<file path="src/rtl/core/cpcr_pkg.sv">
`default_nettype none

package cpcr_pkg;

   localparam int unsigned SqrtSteps = 32;
   localparam int unsigned DivSteps = 31;

   typedef struct packed {
      logic signed [31:0] pax;
      logic signed [31:0] pay;
      logic signed [31:0] vax;
      logic signed [31:0] vay;
      logic signed [31:0] pbx;
      logic signed [31:0] pby;
      logic signed [31:0] vbx;
      logic signed [31:0] vby;
      logic signed [32:0] dx;
      logic signed [32:0] dy;
      logic signed [32:0] rvx;
      logic signed [32:0] rvy;
      logic [31:0]        sumr;
      logic               ok;
   } pair_type;

   typedef struct packed {
      pair_type    pair;
      logic [63:0] rad;
      logic [32:0] rem;
      logic [31:0] root;
   } sqrt_type;

   typedef struct packed {
      pair_type    pair;
      logic [31:0] distance;
      logic [31:0] rem_x;
      logic [31:0] rem_y;
      logic        nbit_x;
      logic        nbit_y;
      logic [30:0] q_x;
      logic [30:0] q_y;
   } div_type;

   function automatic logic signed [31:0] sat32(input logic signed [36:0] v);
      logic signed [31:0] r;
      if (v > 37'sd2147483647) begin
         r = 32'sh7fffffff;
      end else if (v < -37'sd2147483648) begin
         r = 32'sh80000000;
      end else begin
         r = v[31:0];
      end
      return r;
   endfunction

endpackage

`default_nettype wire

</file>
<file path="src/rtl/core/cpcr_sqrt_step.sv">
`default_nettype none

module cpcr_sqrt_step (
   input  wire logic              clock,
   input  wire logic              reset,
   input  wire logic              en,
   input  wire logic              in_valid,
   input  wire cpcr_pkg::sqrt_type in_data,
   output logic                   out_valid,
   output cpcr_pkg::sqrt_type     out_data
);

   logic [34:0]        acc;
   logic [34:0]        trial;
   logic               ge;
   cpcr_pkg::sqrt_type data_in;
   cpcr_pkg::sqrt_type data_ff;
   logic               valid_ff;

   always_comb begin
      acc   = {in_data.rem, in_data.rad[63:62]};
      trial = {1'b0, in_data.root, 2'b01};
      ge    = (acc >= trial);
      data_in      = in_data;
      data_in.rad  = {in_data.rad[61:0], 2'b00};
      data_in.rem  = ge ? 33'(acc - trial) : acc[32:0];
      data_in.root = {in_data.root[30:0], ge};
   end

   always_ff @(posedge clock) begin
      if (reset) begin
         valid_ff <= 1'b0;
      end else if (en) begin
         valid_ff <= in_valid;
      end
   end

   always_ff @(posedge clock) begin
      if (en) begin
         data_ff <= data_in;
      end
   end

   assign out_valid = valid_ff;
   assign out_data  = data_ff;

endmodule

`default_nettype wire

</file>
<file path="config.mk">
export PLATFORM = sky130hd
export DESIGN_NAME = cpcr_sqrt_step
export DESIGN_NICKNAME = d
export VERILOG_FILES = /design/src/rtl/core/cpcr_pkg.sv /design/src/rtl/core/cpcr_sqrt_step.sv
export SDC_FILE = /design/constraint.sdc
export NUM_CORES = 1
export LEC_CHECK = 0
export BUFFER_PORTS_ARGS = -buffer_cell sky130_fd_sc_hd__buf_2
export CAP_MARGIN = 10
export CORE_AREA = 2 2 427 429
export CTS_CLUSTER_DIAMETER = 30
export DETAILED_ROUTE_END_ITERATION = 12
export DIE_AREA = 0 0 429 431
export PLACE_DENSITY = 0.39
export SLEW_MARGIN = 20
export SYNTH_ARGS = -nofsm -noshare
export SYNTH_HDL_FRONTEND = slang
export SYNTH_SLANG_ARGS = --single-unit
</file>
<file path="constraint.sdc">
create_clock -name clock -period 3.75 [get_ports clock]
set_input_delay 0.1875 -clock clock [delete_from_list [all_inputs] [get_ports clock]]
set_output_delay 0.1875 -clock clock [all_outputs]
set_load 0.005 [all_outputs]
</file>
==> results.ini, run 1 <==
[global_route]
overflow=0
antenna_found_initial=85
grt_max_degree=98
grt_pass1_vias=17891
grt_pass1_wl_um=162000
track_usage=0.133

[synthesis]
synth_ff_type=edfxtp_1
netlist_instances=912
synth-edff-count=548
yosysWarnings=0
ys_async_sr_fraction=0
synth_seq_cells=549
netlist_area_sq_um=19100
syn_area_per_cell_sq_um=20.9
seq_area_frac_synth=0.863
synth_cell_types=59

[sta]
tightest_slew_ps=594
drv_slew=0
fin_ws_ps=577
post-route-period-util=0.846
fin_crit_ps=3170
slew_headroom=0.594
hold_violations=0
setup_violations=0
fmax_mhz=315
holdWs_ps=99.6
setup_tns_ps=0
finalClockSkew_ps=0
rsz0062_at_grt=false

[route]
wl_met1_um=47900
vias_per_cell=3.20
vias=16947
routed_wl_um=127000
ant_nets=0
drc=0
wl_per_cell_um=24.0
met3WireLength_um=13900
drt-initial-drc-count=947
dr.pass1.iters=5
dr.max_layer_used=met5
dr_wl_met2_um=60900

[finish]
utilization=0.217
multi_input_area_sq_um=2340
layout.nets=3368
drive_gt1_frac=0.489
final_common_cell=buf_2
area_delta_synth_final_pct=105
seq_area_sq_um=16500
final_cell_area_sq_um=39200
fill_cells=19369
finalNonFillerCells=5295
layout_common_cells=1,101 x buf_2, 560 x dlygate4sd3_1, 548 x edfxtp_1

[floorplan]
die-area_sq_um=185000
rows=156
io_pins=1105
die_width_um=429
die_h_um=431
start_util=0.106
core_area_sq_um=180000

[placement]
place.port_buffers=1102
dpl-instance-area_sq_um=27900
place.gp.congestion=0.950
dp_hpwl_um=106000
placed_cells_incl_taps=4419
place_ws_ps=369

[critical_path]
cpPeakStageDelay_ps=580
crit_path_end_kind=flip-flop
path_buf_inv=4
crit_family=compound AO/OA/AOI/OAI gates
crit_path_start_kind=input port
path_class=input port to flip-flop
slowest_stage=a2111oi_0
crit_required_ps=4290
cp_max_fo=5
critical_path_arrival_ps=3710
crit_path_cell_trace=dlygate4sd3_1, buf_2, ha_1, inv_1, or3_1, a2111oi_0, o41ai_1, buf_4, a211oi_1, a21oi_1, xnor2_1, mux2_4

[pwr]
clkPwrFrac=0.581
pwr-share-comb=0.106
power_mw=24.0
switching_share=0.248
leakagePower_nw=16.3
power_density_nw_per_um2=613
vdd_drop_max_mv=0.366
power_switching_mw=5.97
seqPwrFrac=0.314
power.internal_mw=18.1

[flow_run]
maxCapViolCount=0

[clocking]
clockRootBuffer=clkbuf_16
clk_pin_slew_ps=50
postCtsSetupBuffers=0
cts_tree=done
htreeDepth=4
clock_sinks=549
cts_buffers=169
insertion_delay_ps=780
max-clock-path-buffers=3

[outcome]
status=completed

[worst_hold_path]
hold_path_class=input port to flip-flop

[synthesized netlist by cell type, drive strengths merged, types with 7 or more instances]
library cell | count | area, sq um
nand2 | 26 | 97.6
inv | 46 | 180
nand3 | 12 | 60.1
nor2 | 26 | 97.6
ha | 34 | 425
a21o | 11 | 82.6
xnor2 | 18 | 158
xor2 | 7 | 61.3
a21oi | 35 | 175
mux2 | 22 | 315
o21ai | 26 | 134
edfxtp | 548 | 16500
o21a | 9 | 67.6
nor3 | 9 | 45.0
[cell type report]
| cell class | instances | share of cell area |
|---|---|---|
| clock buffer | 190 | 0.110 |
| clock inverter | 116 | 0.0338 |
| antenna | 10 | 0.000639 |
| timing repair buffer | 1706 | 0.295 |
| multi-input combinational | 308 | 0.0597 |
| inverter | 46 | 0.00460 |
| tap | 2370 | 0.0757 |
| sequential | 549 | 0.421 |
[worst paths after layout]
kind,to,depth (start not counted),start,slack [ps]
min reg2reg,out_valid,3,out_valid,1030
max reg2reg,out_valid,3,out_valid,2620
max,out_data[62],12,in_data[41],580
min,out_data[136],2,in_data[136],100
[per-layer routing]
metal	global-route usage	vias up
li1	-	7434
met1	0.146	8333
met2	0.218	875
met3	0.0656	295
met4	0.0517	10
met5	0	-
[state kept, by name, summed over array words and instances, names as in the netlist]
signal	flops
out_data	548
out_valid	1
[logic make-up (layout without fill, tap and decap cells)]
family | after synthesis | after routing | synth area share
flops | 549 | 549 | 0.863
fa+ha+maj | 34 | 34 | 0.0223
simple gates | 101 | 101 | 0.0258
xor+xnor | 25 | 25 | 0.0115
buf+inv | 56 | 2058 | 0.0144
mux | 24 | 24 | 0.0176
other cells | 1 | 12 | 0.000196
compound gates | 122 | 122 | 0.0451
[power groups by stage]
| stage | clock network, mW | registers, mW | logic (mW) |
|---|---|---|---|
| CTS | 14.3 | 7.54 | 2.62 |
| global route | 14.7 | 7.58 | 2.74 |
| floorplan | 0 | 7.67 | 0.409 |
| finish | 14.0 | 7.54 | 2.54 |
| global placement | 0 | 7.62 | 2.05 |
| detailed placement | 0 | 7.62 | 2.04 |
[repair_timing]
| item | in CTS | in global routing |
|---|---|---|
| gates resized for setup | 0 | 0 |
| endpoints found under the hold margin | 581 | 0 |
| hold buffers | 560 | 0 |
No activity file was read; power rests on OpenSTA's default activity.
==> inputs of run 2 (changes only) <==
Clock period 3.75 ns to 3.3 ns, I/O delays scaled along.
==> results.ini, run 2 (synthesis gave the netlist of run 1 again) <==
[outcome]
status=completed

[finish]
area_delta_synth_final_pct=110
largest_reg_flops=548  ; unchanged
final_common_cell=buf_2
finalNonFillerCells=5392  ; +1.8%
drive_gt1_frac=0.492  ; +0.00282
layout.nets=3452  ; +2.5%
layout_common_cells=1,101 x buf_2, 617 x dlygate4sd3_1, 548 x edfxtp_1
fill_cells=19324  ; -0.23%

[clocking]
insertion_delay_ps=780  ; about the same
cts_buffers=171  ; +1.2%
clk_pin_slew_ps=50  ; about the same
clock_sinks=549  ; unchanged
postCtsSetupBuffers=0  ; unchanged
clockRootBuffer=clkbuf_16
max-clock-path-buffers=3  ; unchanged
htreeDepth=4  ; unchanged
cts_tree=done

[critical_path]
crit_required_ps=3770  ; -520 ps
cpPeakStageDelay_ps=580  ; about the same
critical_path_arrival_ps=3630  ; -80 ps
cp_max_fo=12  ; +7
path_class=input port to flip-flop
crit_path_start_kind=input port
path_buf_inv=4  ; unchanged
slowest_stage=dlygate4sd3_1
crit_path_end_kind=flip-flop
crit_family=compound AO/OA/AOI/OAI gates
crit_path_cell_trace=dlygate4sd3_1, buf_2, ha_1, o21a_1, o22ai_2, nor4_1, o2111ai_2, a2111oi_4, o211ai_4, and2_4, inv_8, buf_12, mux2_4

[floorplan]
io_pins=1105  ; unchanged
core_area_sq_um=180000  ; unchanged
die-area_sq_um=185000  ; unchanged
start_util=0.106  ; unchanged
die_h_um=431  ; unchanged
rows=156  ; unchanged
die_width_um=429  ; unchanged

[route]
vias_per_cell=3.19  ; -0.38%
wl_per_cell_um=23.8  ; -0.64%
ant_nets=0  ; unchanged
vias=17192  ; +1.4%
drc=0  ; unchanged
dr.pass1.iters=5  ; unchanged
drt-initial-drc-count=990  ; +4.5%
routed_wl_um=129000  ; +1.2%

[global_route]
track_usage=0.134  ; +0.00126
antenna_found_initial=88  ; +3.5%
grt_pass1_wl_um=164000  ; +1.6%
grt_max_degree=85  ; -13%
overflow=0  ; unchanged
grt_pass1_vias=18237  ; +1.9%

[sta]
hold_violations=0  ; unchanged
setup_violations=0  ; unchanged
tightest_slew_ps=632  ; +38.6 ps
post-route-period-util=0.957
fin_crit_ps=3160
slew_headroom=0.578  ; -0.0155
holdWs_ps=85.2  ; -14.4 ps
rsz0062_at_grt=false
finalClockSkew_ps=0  ; unchanged
drv_slew=0  ; unchanged
fmax_mhz=317
fin_ws_ps=142  ; -435 ps

[placement]
placed_cells_incl_taps=4444  ; +0.57%
place.gp.congestion=0.952  ; +0.21%
place.port_buffers=1102  ; unchanged
dp_hpwl_um=106000  ; +0.38%
place_ws_ps=-228  ; -597 ps

[pwr]
power_density_nw_per_um2=691  ; +13%
leakagePower_nw=16.7  ; +2.6%
vdd_drop_max_mv=0.386  ; +5.6%

[worst_hold_path]
hold_path_class=input port to flip-flop

[flow_run]
maxCapViolCount=0  ; unchanged

[run 2: worst paths after layout]
kind,from,endpoint,slack [ps],depth (start not counted)
worst max-delay path,in_data[32],out_data[43],140,13
worst min register to register,out_valid,out_valid,1020,3
worst min-delay path,in_data[121],out_data[123],90,2
worst max register to register,out_valid,out_valid,2170,3
[run 2: what timing repair did]
| action | CTS | global route |
|---|---|---|
| setup endpoints to repair | 0 | 2 |
| resized for setup | 0 | 3 |
| endpoints found under the hold margin | 587 | 0 |
| hold buffers | 617 | 0 |
[run 2: final cells by class]
type | instances | area (sq um) | share of cell area
diodes | 18 | 45.0 | 0.00112
clock inverters | 119 | 1430 | 0.0355
clock buffers | 194 | 4370 | 0.109
inverters | 46 | 180 | 0.00449
flip-flops and latches | 549 | 16500 | 0.410
multi-input cells | 308 | 2350 | 0.0584
repair buffers | 1788 | 12400 | 0.308
well taps | 2370 | 2970 | 0.0738
[run 2: stage by stage]
| stage | instance area (sq um) | total power, mW | util | setup TNS (ps) |
|---|---|---|---|---|
| final | 40200 | 27.8 | 0.223 | 0 |
| after global routing | 40100 | 28.8 | 0.223 | 0 |
| after CTS | 40100 | 28.2 | 0.223 | 0 |
| after detailed placement | 28100 | 11.0 | 0.156 | -1910 |
| after global placement | 28100 | 11.0 | 0.156 | -1260 |
| after floorplan | 19100 | 9.19 | - | 0 |
[run 2: per-layer routing]
layer | global-route usage | up-vias | wire length, um
met5 | 0 | - | 41
met4 | 0.0436 | 6 | 3690
met3 | 0.0628 | 295 | 13400
met2 | 0.224 | 883 | 62300
met1 | 0.150 | 8406 | 49100
li1 | - | 7602 | -
[run 2: power breakdown]
group          switching (mW)  internal [mW]  total (mW)
clock network            5.29           10.9        16.2
registers               0.198           8.38        8.57
logic                    1.56           1.42        2.98
