==> config.mk <==
export PLATFORM = sky130hd
export DESIGN_NAME = cpcr_div_step
export DESIGN_NICKNAME = d
export VERILOG_FILES = /design/src/rtl/core/cpcr_pkg.sv /design/src/rtl/core/cpcr_div_step.sv
export SDC_FILE = /design/constraint.sdc
export NUM_CORES = 1
export LEC_CHECK = 0
export ABC_CLOCK_PERIOD_IN_PS = 3300
export BUFFER_PORTS_ARGS = -buffer_cell sky130_fd_sc_hd__buf_2
export CORE_AREA = 5 5 447 449
export CTS_BUF_LIST = sky130_fd_sc_hd__clkbuf_4
export DETAILED_ROUTE_END_ITERATION = 10
export DIE_AREA = 0 0 452 454
export GPL_TIMING_DRIVEN = 0
export HOLD_SLACK_MARGIN = 0.15
export PLACE_DENSITY = 0.35
export REMOVE_ABC_BUFFERS = 1
export SYNTH_ARGS = -nofsm -noshare
export SYNTH_HDL_FRONTEND = slang
export SYNTH_SLANG_ARGS = --single-unit
==> constraint.sdc <==
create_clock -name clock -period 3.3 [get_ports clock]
set_input_delay 0.66 -clock clock [delete_from_list [all_inputs] [get_ports clock]]
set_output_delay 0.66 -clock clock [all_outputs]
set_load 0.005 [all_outputs]
==> src/rtl/core/cpcr_pkg.sv <==
`default_nettype none

package cpcr_pkg;

   localparam int unsigned SqrtSteps = 32;
   localparam int unsigned DivSteps = 31;

   typedef struct packed {
      logic signed [31:0] pax;
      logic signed [31:0] pay;
      logic signed [31:0] vax;
      logic signed [31:0] vay;
      logic signed [31:0] pbx;
      logic signed [31:0] pby;
      logic signed [31:0] vbx;
      logic signed [31:0] vby;
      logic signed [32:0] dx;
      logic signed [32:0] dy;
      logic signed [32:0] rvx;
      logic signed [32:0] rvy;
      logic [31:0]        sumr;
      logic               ok;
   } pair_type;

   typedef struct packed {
      pair_type    pair;
      logic [63:0] rad;
      logic [32:0] rem;
      logic [31:0] root;
   } sqrt_type;

   typedef struct packed {
      pair_type    pair;
      logic [31:0] distance;
      logic [31:0] rem_x;
      logic [31:0] rem_y;
      logic        nbit_x;
      logic        nbit_y;
      logic [30:0] q_x;
      logic [30:0] q_y;
   } div_type;

   function automatic logic signed [31:0] sat32(input logic signed [36:0] v);
      logic signed [31:0] r;
      if (v > 37'sd2147483647) begin
         r = 32'sh7fffffff;
      end else if (v < -37'sd2147483648) begin
         r = 32'sh80000000;
      end else begin
         r = v[31:0];
      end
      return r;
   endfunction

endpackage

`default_nettype wire

==> src/rtl/core/cpcr_div_step.sv <==
`default_nettype none

module cpcr_div_step (
   input  wire logic             clock,
   input  wire logic             reset,
   input  wire logic             en,
   input  wire logic             in_valid,
   input  wire cpcr_pkg::div_type in_data,
   output logic                  out_valid,
   output cpcr_pkg::div_type     out_data
);

   logic [32:0]       acc_x;
   logic [32:0]       acc_y;
   logic [32:0]       dvs;
   logic              ge_x;
   logic              ge_y;
   cpcr_pkg::div_type data_in;
   cpcr_pkg::div_type data_ff;
   logic              valid_ff;

   always_comb begin
      acc_x = {in_data.rem_x, in_data.nbit_x};
      acc_y = {in_data.rem_y, in_data.nbit_y};
      dvs   = {1'b0, in_data.distance};
      ge_x  = (acc_x >= dvs);
      ge_y  = (acc_y >= dvs);
      data_in        = in_data;
      data_in.rem_x  = ge_x ? 32'(acc_x - dvs) : acc_x[31:0];
      data_in.rem_y  = ge_y ? 32'(acc_y - dvs) : acc_y[31:0];
      data_in.nbit_x = 1'b0;
      data_in.nbit_y = 1'b0;
      data_in.q_x    = {in_data.q_x[29:0], ge_x};
      data_in.q_y    = {in_data.q_y[29:0], ge_y};
   end

   always_ff @(posedge clock) begin
      if (reset) begin
         valid_ff <= 1'b0;
      end else if (en) begin
         valid_ff <= in_valid;
      end
   end

   always_ff @(posedge clock) begin
      if (en) begin
         data_ff <= data_in;
      end
   end

   assign out_valid = valid_ff;
   assign out_data  = data_ff;

endmodule

`default_nettype wire

==> results of run 1 <==
==> per-stage QoR <==
| stage | hold slack (ns) | utilization |
|---|---|---|
| 2_1_floorplan | 0.485 | - |
| 3_3_place_gp | 0.474 | 0.156 |
| 3_5_place_dp | 0.484 | 0.157 |
==> synthesized netlist by cell type (all sizes together), types with 20 or more instances <==
cell | number | share of area
xor2 | 30 | 0.012
a21oi | 65 | 0.015
ha | 64 | 0.037
edfxtp | 579 | 0.80
xnor2 | 26 | 0.011
nand2 | 99 | 0.017
clkbuf | 20 | 0.0035
nor2 | 29 | 0.0050
nand3 | 25 | 0.0058
o21ai | 89 | 0.021
a21o | 25 | 0.0087
inv | 56 | 0.0097
==> logic make-up after synthesis <==
group,share of synthesized area
and+or+nand+nor,0.0454
AOI/OAI and AO/OA,0.0668
other,0.000174
buffers and inverters,0.0166
muxes,0.00405
xor gates and xnor gates,0.0227
adders and majority gates,0.0389
DFF,0.805
==> impl_metrics.ini, run 1 <==
[yosys]
synthCells = 1247
avgSynthCellArea_um2 = 17.3
synth_edf_count = 579
yosys_warnings = 0
synth_area_mm2 = 0.0216
synth-seq-area-share = 0.805
synth_top_flop_cell = edfxtp_1
yosysUniqueCellTypes = 57
ys_ff_latch = 580
synthArstFlopShare = 0

[floorplanning]
die_w_um = 452
pin_count = 1167
die-height_um = 454
start_util = 0.110
rows = 163

[clocking]
cts_sinks = 580
post_cts_buffers = 0
ctsHoldBuffers = 1055
cts_buffers = 184
ctsHtreeMaxLevel = 4
cts_resized = 1
cts_root_buffer = clkbuf_4
cts.path.max_buffers = 3

[outcome]
error = [ERROR RSZ-0060] Max buffer count reached.
outcome = did not finish
haltStage = 4_1_cts

[placement]
io_buffers = 1162
hpwl_mm = 121
placedCellCount = 4943
placed_area_mm2 = 0.0307
gp_congestion = 0.861
pre_cts_ws_ns = -1.81
==> inputs of run 2 (changes only) <==
Settings changed: CORE_AREA 5 5 447 449 to 5 5 455 457, CTS_BUF_LIST sky130_fd_sc_hd__clkbuf_4 to unset, DIE_AREA 0 0 452 454 to 0 0 460 462, HOLD_SLACK_MARGIN 0.15 to unset, PLACE_DENSITY 0.35 to unset, PLACE_DENSITY_LB_ADDON set to 0.15.
==> run 2 against run 1 <==
The run now ends clean. Synthesized cell count unchanged. Area after synthesis unchanged.
==> impl_metrics.ini, run 2 <==
[outcome]
outcome = finished, final reports clean

[pwr]
fin_total_pwr_mw = 21.1
p_leak_nw = 13.7
switching_share = 0.276
powerDensity_mw_per_mm2 = 622
ir_drop_uv = 357
p_sw_mw = 5.83
pwr-share-clk = 0.435
seqPwrFrac = 0.429
pwr-share-comb = 0.136
intPower_mw = 15.3

[setup_path]
critPathMaxFanout = 15
path_cells = buf_2 -> inv_1 -> ha_4 -> and3_4 -> nand4_1 -> or3_4 -> o41a_1 -> and3_1 -> a21oi_4 -> nand2_8 -> inv_2 -> mux2_2
crit_slowest_cell = o41a_1
worstReg2RegStart = out_valid
worstSetupPathType = primary input to flip-flop
cp-start-kind = primary input
arrival_ns = 3.63
startpoint = in_data[147]
worstPathRequired_ns = 3.73
endpoint_kind = flip-flop
slowest_delay_ns = 0.43
reg2reg_depth = 2

[yosys]
ys_ff_latch = 580
synth_edf_count = 579
synth_top_area_share = 0.804
yosysUniqueCellTypes = 57
yosysMostFrequentCell = edfxtp_1
synthTopCellsByCount = edfxtp_1, nand2_1, o21ai_0, a21oi_1, ha_1
netlist.top_cell.by_area = edfxtp_1
synthArstFlopShare = 0
synthCells = 1247
synth.area.top_cells = edfxtp_1, ha_1, nand2_1
yosys_warnings = 0
synth_area_mm2 = 0.0216
synth-seq-area-share = 0.805
synth_top_flop_cell = edfxtp_1
avgSynthCellArea_um2 = 17.3

[final_layout]
final_area_mm2 = 0.0340
largest_register_ffs = 579
syn_to_final_growth_pct = 57.2
layout_commonest_cell = buf_2
drive_gt1_frac = 0.524
fin_nets = 3135
final_cell_mix = buf_2, edfxtp_1, nand2_1, clkbuf_16, o21ai_0

[clocking]
clock_latency_ns = 0.70
cts_root_buffer = clkbuf_16
clkTransAtPathRegs_ns = 0.06
cts_tree = yes
ctsHtreeMaxLevel = 3
ctsHoldBuffers = 0
cts_sinks = 580
cts.path.max_buffers = 3
cts_buffers = 82

[min_path]
min_from = reset
hold_class = primary input to flip-flop
hold_depth = 2

[floorplanning]
die_w_um = 460
core-area_mm2 = 0.203
start_util = 0.106
rows = 166
die-height_um = 462
dieArea_mm2 = 0.213
pin_count = 1167

[global_routing]
grt_use_total = 0.128
grt_overflow = 0
grt_pass1_wl_mm = 178
grt_max_degree = 104
grt_pass1_vias = 16700
antenna_found_initial = 139

[timing]
max_freq_mhz = 313
tightest_slew_ns = 0.738
rsz0062_at_grt = false
finClkSkew_ns = 0
hold-worst-slack_ns = 0.106
setup_viol = 0
maxSlewViolCount = 0
slew_headroom = 0.508
period_minus_slack_ns = 3.20
period_share = 0.969
hold_violations = 0
fin_tns_setup_ns = 0

[placement]
io_buffers = 1162
placed_area_mm2 = 0.0309
hpwl_mm = 119
gp_congestion = 0.815

[route]
postRouteAntennaNets = 0
wl_per_cell_um = 27.2
drc = 0
drt_iter0_drc = 915
firstDrtPassIters = 5
vias_per_cell = 3.15
wirelength_mm = 143
vias = 16600

[job]
maxCapViolations = 0
==> run 2: final timing paths <==
check / endpoint / slack, ns
setup / recovery: out_data[78] / 0.10
hold / removal: out_valid / 0.11
setup reg to reg: out_valid / 2.69
hold reg to reg: out_valid / 0.51
==> run 2: metal layers <==
metal / track usage / up-vias / part of all wire
met3: 0.0530 / 273 / 0.098
met1: 0.135 / 8029 / 0.36
met5: 0 / - / 0.0025
li1: - / 7325 / -
met2: 0.230 / 897 / 0.51
met4: 0.0412 / 60 / 0.032
==> run 2: cell type report <==
class / count / area, µm²
clock buffer: 106 / 2210
antenna: 32 / 80.1
clock inverter: 46 / 526
sequential: 580 / 17400
multi-input combinational: 584 / 4010
tap: 2688 / 3360
fill: 22500 / 169000
timing repair buffer: 1180 / 6160
inverter: 56 / 210
==> run 2: worst max-delay path, delay by kind of cell <==
kind / cells / cell delay (ns)
and+or+nand+nor: 5 / 1.13
AOI/OAI and AO/OA: 2 / 0.67
buffers and inverters: 3 / 0.41
muxes: 1 / 0.37
adders and majority gates: 1 / 0.36
==> run 2: through the flow <==
step	setup WS, ns	cells	utilization
floorplan	-0.615	1218	-
global placement	-9.74	5068	0.151
CTS	0.0144	5235	0.166
finish	0.101	5272	0.167
global route	0.00102	5248	0.167
detailed placement	-2.20	5076	0.152
==> run 2: kinds of logic (layout without fill, tap and decap cells) <==
family / count (synthesis) / after routing / share of synthesized area
adder cells (fa/ha/maj): 66 / 66 / 0.0389
multiplexers: 8 / 8 / 0.00405
AO/OA/AOI/OAI: 238 / 238 / 0.0668
other: 1 / 34 / 0.000174
buffers and inverters: 86 / 1388 / 0.0166
AND/OR/NAND/NOR: 212 / 214 / 0.0454
flip-flops: 580 / 580 / 0.805
XOR/XNOR: 56 / 56 / 0.0227
==> run 2: repair_timing <==
item / CTS / global route
gates resized for setup: 26 / 4
setup buffers: 5 / 5
endpoints found under the setup margin: 43 / 33
pin swaps: 4 / 4
gates cloned: 2 / 0
==> run 2: power by group through the flow <==
stage | Clock [mW] | Combinational, mW | Sequential [mW]
floorplan | 0 | 0.707 | 9.29
global placement | 0 | 2.92 | 9.38
detailed placement | 0 | 2.93 | 9.21
CTS | 9.72 | 3.02 | 9.08
global route | 9.99 | 3.14 | 9.12
finish | 9.19 | 2.88 | 9.07
Note: power is estimated with default switching activity, not from simulation.
==> inputs of run 3 (changes only) <==
Settings changed: ABC_AREA set to 1, CORE_AREA 5 5 455 457 to 5 5 451 453, DIE_AREA 0 0 460 462 to 0 0 456 458.
==> run 3 against run 2 <==
Sequential cell count unchanged. Routed wire length down 0.28%. Via count up 15%. Combinational power up 4%. Count of clock-buffer cells in the layout down 14. First-iteration DRC count up 14%. Utilization up 1.2 points. Die area down 1.7%. Sequential share of layout area down 2.3 points. Power down 3.3%. Critical path type unchanged.
==> impl_metrics.ini, run 3 <==
[route]
vias_per_cell = 3.24
vias = 19100
drc = 0
postRouteAntennaNets = 0
drt_iter0_drc = 1044
wl_per_cell_um = 24.2
firstDrtPassIters = 6
wirelength_mm = 143

[yosys]
synth_area_mm2 = 0.0239
yosysUniqueCellTypes = 38
yosysMostFrequentCell = nand2_1
synth-compound-area-share = 0.00886
synth-simple-area-share = 0.160
netlist.top_cell.by_area = edfxtp_1
synth_top_area_share = 0.729
avgSynthCellArea_um2 = 12.3
yosys_warnings = 0
synth.area.top_cells = edfxtp_1, nand2_1, inv_1
synth-seq-area-share = 0.729
synthArstFlopShare = 0
synthCells = 1940
synth_top_family_by_area = simple AND/OR/NAND/NOR gates
synth_mux_area_frac = 0.000419
synth_top_flop_cell = edfxtp_1
synthAdderAreaFrac = 0.0352
synth-xor-area-share = 0.0103
synth_edf_count = 579
synthTopCellsByCount = nand2_1, edfxtp_1, inv_1, nand3_1, nor2_1
ys_ff_latch = 580

[placement]
hpwl_mm = 122
pre_cts_ws_ns = -0.907
gp_congestion = 0.840
placedCellCount = 5744
io_buffers = 1162
placed_area_mm2 = 0.0330

[min_path]
hold_class = primary input to flip-flop

[pwr]
p_sw_mw = 5.80
seqPwrFrac = 0.442
powerDensity_mw_per_mm2 = 575
pwr-share-clk = 0.412
pwr-share-comb = 0.146
ir_drop_uv = 338
intPower_mw = 14.6
p_leak_nw = 16.0
fin_total_pwr_mw = 20.4
switching_share = 0.284

[global_routing]
grt_pass1_vias = 19400
grt_max_degree = 104
antenna_found_initial = 76
grt_use_total = 0.131
grt_overflow = 0
grt_pass1_wl_mm = 184

[setup_path]
worstPathRequired_ns = 3.81
critPathMaxFanout = 33
arrival_ns = 3.33
cp-start-kind = primary input
worstSetupPathType = primary input to flip-flop
endpoint_kind = flip-flop

[floorplanning]
start_util = 0.120
pin_count = 1167
die_w_um = 456
die-height_um = 458
rows = 164
core-area_mm2 = 0.199
dieArea_mm2 = 0.209

[timing]
finClkSkew_ns = 0
rsz0062_at_grt = false
period_share = 0.854
hold_violations = 0
max_freq_mhz = 355
period_minus_slack_ns = 2.82
hold-worst-slack_ns = 0.124
layout_setup_ws_ns = 0.481
slew_headroom = 0.404
tightest_slew_ns = 0.891
setup_viol = 0
maxSlewViolCount = 0

[final_layout]
final_area_mm2 = 0.0356
drive_gt1_frac = 0.415
fin_nets = 3825
largest_register_ffs = 579
instances_no_fill = 5904
final_cell_mix = buf_2, nand2_1, edfxtp_1, inv_1, nand3_1
syn_to_final_growth_pct = 49.1
layout_commonest_cell = buf_2
multiInputGateArea_mm2 = 0.00515
final-seq-area_mm2 = 0.0174
fillCellCount = 22200

[clocking]
cts_buffers = 80
clkTransAtPathRegs_ns = 0.06
clock_latency_ns = 0.69
cts.path.max_buffers = 3
ctsHtreeMaxLevel = 3
cts_sinks = 580
cts_resized = 0
cts_root_buffer = clkbuf_16
cts_tree = yes

[job]
maxCapViolations = 0

[outcome]
outcome = finished, final reports clean
==> run 3: cell types whose count changed after synthesis, sizes merged, moves of 24 or more <==
| cell | before | now |
|---|---|---|
| nand3 | 25 | 127 |
| nand2 | 99 | 648 |
| a21oi | 65 | 37 |
| a21o | 25 | 1 |
| o21ai | 89 | 0 |
| nor2 | 29 | 88 |
| inv | 56 | 299 |
| xnor2 | 26 | 2 |
==> run 3: power groups by stage <==
stage                     registers [mW]  logic (mW)  clock network (mW)
after floorplan                     9.26       0.895                   0
after global placement              9.35        3.14                   0
after detailed placement            9.19        3.14                   0
after CTS                           9.05        3.15                8.90
after global routing                9.09        3.29                9.14
final                               9.04        2.99                8.41
==> run 3: metrics by stage <==
step / utilization / setup TNS, ns
2_1_floorplan: - / 0
3_3_place_gp: 0.165 / -5249.47
3_5_place_dp: 0.166 / -33.90
4_1_cts: 0.179 / 0
5_1_grt: 0.179 / 0
6_report: 0.179 / 0
==> run 3: area by class of cell <==
class	instances	area share
inverter	299	0.0315
sequential	580	0.489
timing repair buffer	1171	0.169
clock buffer	92	0.0575
antenna	12	0.000844
multi-input combinational	1042	0.145
clock inverter	52	0.0132
tap	2656	0.0934
==> run 3: kinds of logic (layout without fill, tap and decap cells) <==
| kind of cell | count (synthesis) | in the layout |
|---|---|---|
| xor+xnor | 28 | 28 |
| flops | 580 | 580 |
| other cells | 1 | 14 |
| simple gates | 904 | 905 |
| buf+inv | 320 | 1614 |
| fa+ha+maj | 66 | 66 |
| mux | 1 | 1 |
| compound gates | 40 | 40 |
==> run 3: worst paths after layout <==
path	start	end	slack (ns)	cells after the start
setup reg to reg	out_valid	out_valid	2.72	2
setup / recovery	in_data[151]	out_data[91]	0.48	14
hold / removal	reset	out_valid	0.12	2
hold reg to reg	out_valid	out_valid	0.51	2
==> run 3: what timing repair did <==
| item | CTS | global route |
|---|---|---|
| buffers inserted | 0 | 3 |
| endpoints found under the setup margin | 2 | 1 |
| cloned | 1 | 0 |
| hold buffers | 0 | 0 |
| pin swaps | 1 | 1 |
==> run 3: worst max-delay path, cell delays in order <==
cell     delay, ns
buf_2         0.16
inv_1         0.16
ha_1          0.44
nand2_1       0.12
nor2_1        0.25
nand2_1       0.16
nor2_2        0.17
nand3_1       0.09
nand3_1       0.30
nor2_4        0.06
buf_12        0.17
nand2_8       0.21
nand2_1       0.15
nand2_1       0.20
==> run 3: per-layer routing <==
layer,routed length (µm),part of all wire,GRT usage,vias up
met5,184,0.0013,0,-
met3,9140,0.064,0.0375,232
met2,83000,0.58,0.271,784
li1,-,-,-,8961
met4,5600,0.039,0.0488,28
met1,44900,0.31,0.118,9143
==> inputs of run 4 (changes only) <==
Settings changed: PLACE_DENSITY set to 0.38, PLACE_DENSITY_LB_ADDON 0.15 to unset.
==> run 4 against run 3 <==
Routed wire length down 3.1%. Cell count down 0.17%. Power up 2.1%. Maximum frequency down 2.0%. Sequential cell count unchanged. First-iteration DRC count up 16%. Die area unchanged. Global-route usage down 0.52 points. Sequential share of layout area down 0.070 points. Count of clock-buffer cells in the layout up 3. Worst setup slack worse by 0.059 ns. Non-clock buffer count down 4.
==> impl_metrics.ini, run 4 (same netlist as run 3, synthesis figures left out) <==
[timing]
maxSlewViolCount = 0
slew_headroom = 0.330
rsz0062_at_grt = false
tightest_slew_ns = 1.00
period_share = 0.872
fin_tns_setup_ns = 0
period_minus_slack_ns = 2.88
layout_setup_ws_ns = 0.422
hold-worst-slack_ns = 0.128
max_freq_mhz = 347
hold_violations = 0
setup_viol = 0
finClkSkew_ns = 0

[setup_path]
regToRegSetupSlack_ns = 2.72
reg2reg_depth = 2
worstPathRequired_ns = 3.70
arrival_ns = 3.28
rr_endpoint = out_valid
worstSetupPathType = primary input to flip-flop
startpoint = in_data[148]
endpoint_kind = flip-flop
critPathMaxFanout = 33
cp-start-kind = primary input
worstReg2RegStart = out_valid

[pwr]
ir_drop_uv = 339
powerDensity_mw_per_mm2 = 586
p_leak_nw = 16.1

[final_layout]
fin_nets = 3820
drive_gt1_frac = 0.415
largest_register_ffs = 579
post-route-util = 0.179
final_area_mm2 = 0.0356
syn_to_final_growth_pct = 49.3
final_cell_mix = buf_2, nand2_1, edfxtp_1, inv_1, nand3_1
layout_commonest_cell = buf_2

[floorplanning]
rows = 164
die_w_um = 456
start_util = 0.120
dieArea_mm2 = 0.209
core-area_mm2 = 0.199
die-height_um = 458
pin_count = 1167

[route]
vias = 19300
postRouteAntennaNets = 0
wl_per_cell_um = 23.5
wirelength_mm = 138
firstDrtPassIters = 5
drc = 0
drt_iter0_drc = 1208
vias_per_cell = 3.27

[global_routing]
grt_overflow = 0
grt_max_degree = 114
grt_pass1_vias = 19300
antenna_found_initial = 95
grt_pass1_wl_mm = 178
grt_use_total = 0.126

[min_path]
hold_depth = 1
hold_end = out_data[250]
hold_class = primary input to flip-flop
min_from = in_data[250]

[placement]
gp_congestion = 0.868
pre_cts_ws_ns = -0.636
hpwl_mm = 118
placed_area_mm2 = 0.0330
io_buffers = 1162

[clocking]
cts_root_buffer = clkbuf_16
cts_buffers = 79
cts.path.max_buffers = 3
cts_resized = 0
ctsHtreeMaxLevel = 3
clock_latency_ns = 0.68
clkTransAtPathRegs_ns = 0.06
cts_tree = yes
cts_sinks = 580
post_cts_buffers = 0
ctsHoldBuffers = 0

[outcome]
outcome = finished, final reports clean

[job]
maxCapViolations = 0
==> run 4: changes by cell type in the layout (fill, tap and decap cells not counted), sizes merged <==
cell	change
buf	-4
inv	+4
clkinv	-14
diode	-4
clkinvlp	-1
bufinv	+6
clkbuf	+3
==> run 4: layout make-up <==
class / instances / area (µm²)
timing repair buffer: 1167 / 5960
inverter: 299 / 1120
tap: 2656 / 3320
clock inverter: 47 / 581
clock buffer: 95 / 2060
fill: 22200 / 163000
sequential: 580 / 17400
antenna: 8 / 20.0
multi-input combinational: 1042 / 5150
==> run 4: per-stage QoR <==
step	instances	power, mW
4_1_cts	5885	21.4
3_5_place_dp	5743	12.3
3_3_place_gp	5738	12.5
5_1_grt	5887	21.9
6_report	5894	20.9
2_1_floorplan	1920	10.2
==> run 4: layer usage <==
metal | GRT usage | vias up | wire length [µm]
li1 | - | 8943 | -
met1 | 0.113 | 9221 | 43700
met2 | 0.264 | 833 | 80900
met3 | 0.0316 | 245 | 8330
met4 | 0.0457 | 18 | 5400
met5 | 0 | - | 103
==> run 4: worst max-delay path, cell delays in order <==
cell and delay [ns]:
buf_2 0.10, inv_1 0.21, ha_1 0.37, nand2_1 0.17, inv_1 0.05, nand2_1 0.06, nand2_1 0.07, nand2_1 0.06
nand2_1 0.07, nand2_1 0.07, nand3_1 0.17, nor2_4 0.58, nand2_8 0.31, nand2_1 0.15, nand2_1 0.13
==> run 4: where the power goes <==
part | switching [mW] | internal (mW) | total, mW | leakage (nW)
clock | 3.62 | 5.21 | 8.83 | 1.27
combinational | 1.92 | 1.04 | 2.96 | 9.12
sequential | 0.209 | 8.86 | 9.07 | 5.67
==> run 4: worst max-delay path by stage <==
stage	to	slack (ns)
finish	out_data[76]	0.42
CTS	out_data[76]	0.14
floorplan	out_data[88]	0.67
detailed placement	out_data[76]	-0.64
global placement	out_valid	-8.92
global route	out_data[76]	0.17
